<file path="config.mk">
export PLATFORM = sky130hd
export DESIGN_NAME = bhs_queue
export DESIGN_NICKNAME = d
export VERILOG_FILES = /design/src/hw/rtl/bhs_pkg.sv /design/src/hw/rtl/bhs_queue.sv
export SDC_FILE = /design/constraint.sdc
export NUM_CORES = 1
export LEC_CHECK = 0
export BUFFER_PORTS_ARGS = -buffer_cell sky130_fd_sc_hd__buf_2
export CORE_ASPECT_RATIO = 2
export CORE_UTILIZATION = 25
export CTS_BUF_LIST = sky130_fd_sc_hd__clkbuf_4 sky130_fd_sc_hd__clkbuf_8 sky130_fd_sc_hd__clkbuf_16
export DETAILED_ROUTE_END_ITERATION = 16
export PLACE_DENSITY_LB_ADDON = 0.15
export SLEW_MARGIN = 10
export SYNTH_ARGS = -nofsm -noshare
export SYNTH_HDL_FRONTEND = slang
export SYNTH_SLANG_ARGS = --single-unit
</file>
<file path="constraint.sdc">
create_clock -name clk -period 1.5 [get_ports clk]
set_clock_uncertainty 0.1 [all_clocks]
set_input_delay 0.15 -clock clk [delete_from_list [all_inputs] [get_ports clk]]
set_output_delay 0.15 -clock clk [all_outputs]
set_load 0.01 [all_outputs]
</file>
<file path="src/hw/rtl/bhs_pkg.sv">
// Package for the bilinear height sampler: configuration and queue status types,
// register indices, mode codes and fixed datapath widths.
// Depends on nothing; the queue, front, back and top files refer to it by scoped names.
`default_nettype none

package bhs_pkg;

	localparam logic MODE_WRITE = 1'b0;
	localparam logic MODE_QUERY = 1'b1;

	localparam int CFG_INDEX_W = 3;
	localparam logic [CFG_INDEX_W-1:0] REG_ORIGIN_X         = 3'd0;
	localparam logic [CFG_INDEX_W-1:0] REG_ORIGIN_Z         = 3'd1;
	localparam logic [CFG_INDEX_W-1:0] REG_BASE_HEIGHT      = 3'd2;
	localparam logic [CFG_INDEX_W-1:0] REG_CELLS_PER_UNIT_X = 3'd3;
	localparam logic [CFG_INDEX_W-1:0] REG_CELLS_PER_UNIT_Z = 3'd4;
	localparam logic [CFG_INDEX_W-1:0] REG_HEIGHT_GAIN      = 3'd5;
	localparam logic [CFG_INDEX_W-1:0] REG_GRID_COLUMNS     = 3'd6;
	localparam logic [CFG_INDEX_W-1:0] REG_GRID_ROWS        = 3'd7;

	localparam logic [31:0] CELLS_PER_UNIT_RESET = 32'd65536;
	localparam logic [31:0] HEIGHT_GAIN_RESET    = 32'd257;
	localparam logic [8:0]  GRID_SIZE_RESET      = 9'd256;

	localparam int QUEUE_DEPTH = 4;

	// Blended height in Q16, its product with the gain, and the result before saturation.
	localparam int B16_W      = 30;
	localparam int PROD_W     = B16_W + 33;
	localparam int GAIN_SHIFT = 16;
	localparam int RES_W      = PROD_W - GAIN_SHIFT + 1;

	typedef struct packed {
		logic [31:0] origin_x;
		logic [31:0] origin_z;
		logic [31:0] base_height;
		logic [31:0] cells_per_unit_x;
		logic [31:0] cells_per_unit_z;
		logic [31:0] height_gain;
		logic [8:0]  grid_columns;
		logic [8:0]  grid_rows;
	} cfg_t;

	typedef struct packed {
		logic full;
		logic empty;
	} queue_status_t;

	// Width of one queue entry; must match the entry layout in the front and back parts.
	function automatic int entry_bits(input int addr_w, input int weight_w);
		return 16 + 5 * addr_w + 4 * weight_w;
	endfunction

endpackage

`default_nettype wire

</file>
<file path="src/hw/rtl/bhs_queue.sv">
// Short FIFO of request entries between the front and back parts of the sampler.
// Depends on bhs_pkg for the status type.
`default_nettype none

module bhs_queue #(
	parameter int WIDTH = 8,
	parameter int DEPTH = 4,
	localparam int PTR_W = (DEPTH > 1) ? $clog2(DEPTH) : 1,
	localparam int CNT_W = $clog2(DEPTH + 1)
) (
	input  wire logic                  clk,
	input  wire logic                  arst_n,
	input  wire logic                  push,
	input  wire logic [WIDTH-1:0]      push_data,
	input  wire logic                  pop,
	output logic      [WIDTH-1:0]      pop_data,
	output bhs_pkg::queue_status_t     status
);

	logic [WIDTH-1:0] entries_q [DEPTH];
	logic [PTR_W-1:0] wr_ptr_q;
	logic [PTR_W-1:0] rd_ptr_q;
	logic [CNT_W-1:0] count_q;

	function automatic logic [PTR_W-1:0] next_ptr(input logic [PTR_W-1:0] ptr);
		return (ptr == PTR_W'(DEPTH - 1)) ? '0 : ptr + PTR_W'(1);
	endfunction

	always_ff @(posedge clk) begin
		if (push) begin
			entries_q[wr_ptr_q] <= push_data;
		end
	end

	always_ff @(posedge clk or negedge arst_n) begin
		if (!arst_n) begin
			wr_ptr_q <= '0;
			rd_ptr_q <= '0;
			count_q  <= '0;
		end else begin
			if (push) begin
				wr_ptr_q <= next_ptr(wr_ptr_q);
			end
			if (pop) begin
				rd_ptr_q <= next_ptr(rd_ptr_q);
			end
			case ({push, pop})
				2'b10: count_q <= count_q + CNT_W'(1);
				2'b01: count_q <= count_q - CNT_W'(1);
				default: count_q <= count_q;
			endcase
		end
	end

	assign pop_data     = entries_q[rd_ptr_q];
	assign status.full  = (count_q == CNT_W'(DEPTH));
	assign status.empty = (count_q == '0);

	assert property (@(posedge clk) disable iff (!arst_n) push |-> !status.full)
		else $error("request pushed into a full queue");
	assert property (@(posedge clk) disable iff (!arst_n) pop |-> !status.empty)
		else $error("request popped from an empty queue");

endmodule

`default_nettype wire

</file>
==> reports/results.ini <==
[run_status]
status = complete, but fails checks
violations = negative setup slack

[finish]
regArea_sq_um = 1137
fin_area_sq_um = 2143
area_delta_synth_final_pct = 36.28
nNetsFinal = 143
diodes = 0
multi_input_area_sq_um = 400.4
finish.utilization_pct = 35.39
final_layout_size_suffix_gt1_share_pct = 41.60
num-fill-cells = 593

[placed_design]
place_ws_ps = -48.34
place.gp.congestion = 0.7106
place_area_sq_um = 1897
place_hpwl_um = 2092
port_buffers = 21

[power_and_ir_drop]
leakage_nw = 0.8222
p_per_area_nw_per_um2 = 1787
p_total_mw = 3.830
ir_worst_vdd_mv = 0.6819

[hold_path]
hp-class = in -> reg
hold_path_startpoint = pop
holdPathEnd = rd_ptr_q[0]
hold_path_depth = 2

[die]
fp.dieArea_sq_um = 6632
die_h_um = 114.2
core_area_sq_um = 6056
start_util_pct = 25.97
placementRows = 40
fp.dieW_um = 58.09
ios = 22

[synthesis]
synth.area.mux_share_pct = 13.52
synth_area_leaders = edfxtp_1, mux4_2, dfrtp_1
synth-compound-area-share_pct = 0.6364
synth_top_flop_cell = edfxtp_1
yosys-top-cells-count = edfxtp_1, mux4_2, dfrtp_1, ha_1, inv_1
syn_area_per_cell_sq_um = 19.66
yosysTopAreaCell = edfxtp_1
synthAdderAreaFrac_pct = 6.046
yosysMostFrequentCell = edfxtp_1
ys_seq_area_share_pct = 72.24
yosysTopAreaCellShare_pct = 61.10
synth_top_family_by_area = multiplexers
synthArstFlopShare_pct = 17.95
ys_seq_elements = 39
synthCells = 80
syn-cell-area_sq_um = 1573
yosys_warnings = 0
synth_enable_flop_cells = 32
syn_nets = 99
synth-xor-area-share_pct = 1.671
synth.distinct_cells = 19
yosys.area_share.simple_pct = 3.421

[clock_network]
clock_path_buffers = 2
insertion_delay_ps = 280
cts_tree = built
cts_buffers = 5
cts_sinks = 39
cts_max_level = 2
clkTransAtPathRegs_ps = 50
clockRootBuffer = clkbuf_16

[routing]
routed_via_density = 4.024
finalWirelength_um = 2817
vias = 841
ant_nets = 0
wl_per_cell_um = 13.48
first_pass_iters = 2
drc = 0
dr.first_iter.drc_count = 24

[timing]
worst_slack_ps = -225.1
setup_viol = 8
fin_crit_sh_pct = 115.0
final_max_slew_viol_count = 0
relSlewSlack_pct = 82.44
fmax_ghz = 0.5797
min_period_ps = 1725
worst_slew_pin_slew_ps = 263.3
rsz0062_at_grt = yes
hold_viol = 0

[global_route]
grt_usage_pct = 9.902
antenna_found_initial = 0
grt_remaining_overflow = 0
grt_pass1_vias = 934
grt_max_degree = 13
grt_pass1_wl_um = 4616

[critical_path]
worstPathRequired_ps = 1250
cp_top_family = multiplexers
worst-path-buf-inv = 2
ff2ff_setup_slack_ps = 140
crit_chain = buf_12 > mux4_2 > buf_6
rr_startpoint = count_q[1]
worstSetupPathDepth = 3
cp-end-kind = primary output
arrival_ps = 1480
cp_max_fo = 8
worstReg2RegEnd = count_q[2]
crit_type = reg -> out
critical_path.max_stage_delay_ps = 510
start_kind = flip-flop
slowest_stage = mux4_2
reg2reg_depth = 5

[job]
maxCapViolations = 0

[layout by cell type (no fill, tap or decap)]
cell type	n
buf_6	2
buf_2	19
nand2_1	1
and3_1	1
edfxtp_1	32
buf_12	5
dfrtp_2	1
buf_4	4
clkinv_2	3
clkbuf_16	5
mux2i_1	1
xnor2_1	1
fa_2	1
xor2_1	2
nor2_1	2
or3_1	1
and2_1	4
o21ai_0	2
inv_2	2
mux2_2	2
ha_1	6
nor3_1	1
inv_1	4
mux4_2	8
dlygate4sd3_1	9
dfrtp_1	6
[how the worst max path moves through the flow]
stage                       end         from  slack, ps
floorplan            count_q[2]   count_q[0]        100
global placement     count_q[2]         push         10
detailed placement   count_q[2]         push        -50
CTS                 pop_data[2]  rd_ptr_q[0]       -240
global route        pop_data[0]  rd_ptr_q[0]       -270
finish              pop_data[2]  rd_ptr_q[0]       -230
[logic make-up (layout without fill, tap and decap cells)]
kind of cell,Yosys count,count (layout)
flops,39,39
mux,11,11
simple gates,10,10
buf+inv,8,53
fa+ha+maj,7,7
xor+xnor,3,3
compound gates,2,2
[timing repair]
item,4_1_cts,5_1_grt
pin swaps,0,3
hold buffers,9,0
resized for setup,2,4
endpoints found under the setup margin,8,9
buffers inserted,0,0
endpoints found under the hold margin,36,0
[metrics by stage]
step | instances | hold slack (ps) | TNS, ps
6_report | 209 | 82.04 | -1709
5_1_grt | 209 | 85.69 | -2111
4_1_cts | 209 | 78.94 | -1860
3_5_place_dp | 192 | -102.1 | -48.34
3_3_place_gp | 192 | -103.5 | 0
2_1_floorplan | 80 | -245.6 | 0
[flip-flops by register name, indices dropped and copies added (netlist names)]
signal     count
entries_q     32
count_q        3
rd_ptr_q       2
wr_ptr_q       2
[power by group]
group / internal (mW) / switching, mW / leakage [nW] / total [mW]
clock network: 0.606 / 0.396 / 0.0733 / 1.00
registers: 1.43 / 0.151 / 0.376 / 1.58
logic: 0.715 / 0.533 / 0.373 / 1.25
total: 2.75 / 1.08 / 0.822 / 3.83
[per-layer routing]
metal / wire [um] / global-route usage, %
met1: 964 / 8.869
met3: 87 / 2.486
met5: 0 / 0
met4: 76 / 6.190
met2: 1688 / 18.70
[area by class of cell]
class                      instances  area share [%]
clock inverter                     3          0.7005
clock buffer                       5           5.838
multi-input combinational         33           18.68
sequential                        39           53.06
tap                               84           4.904
inverter                           6           1.051
timing repair buffer              39           15.76
No activity file was read; power rests on OpenSTA's default activity.
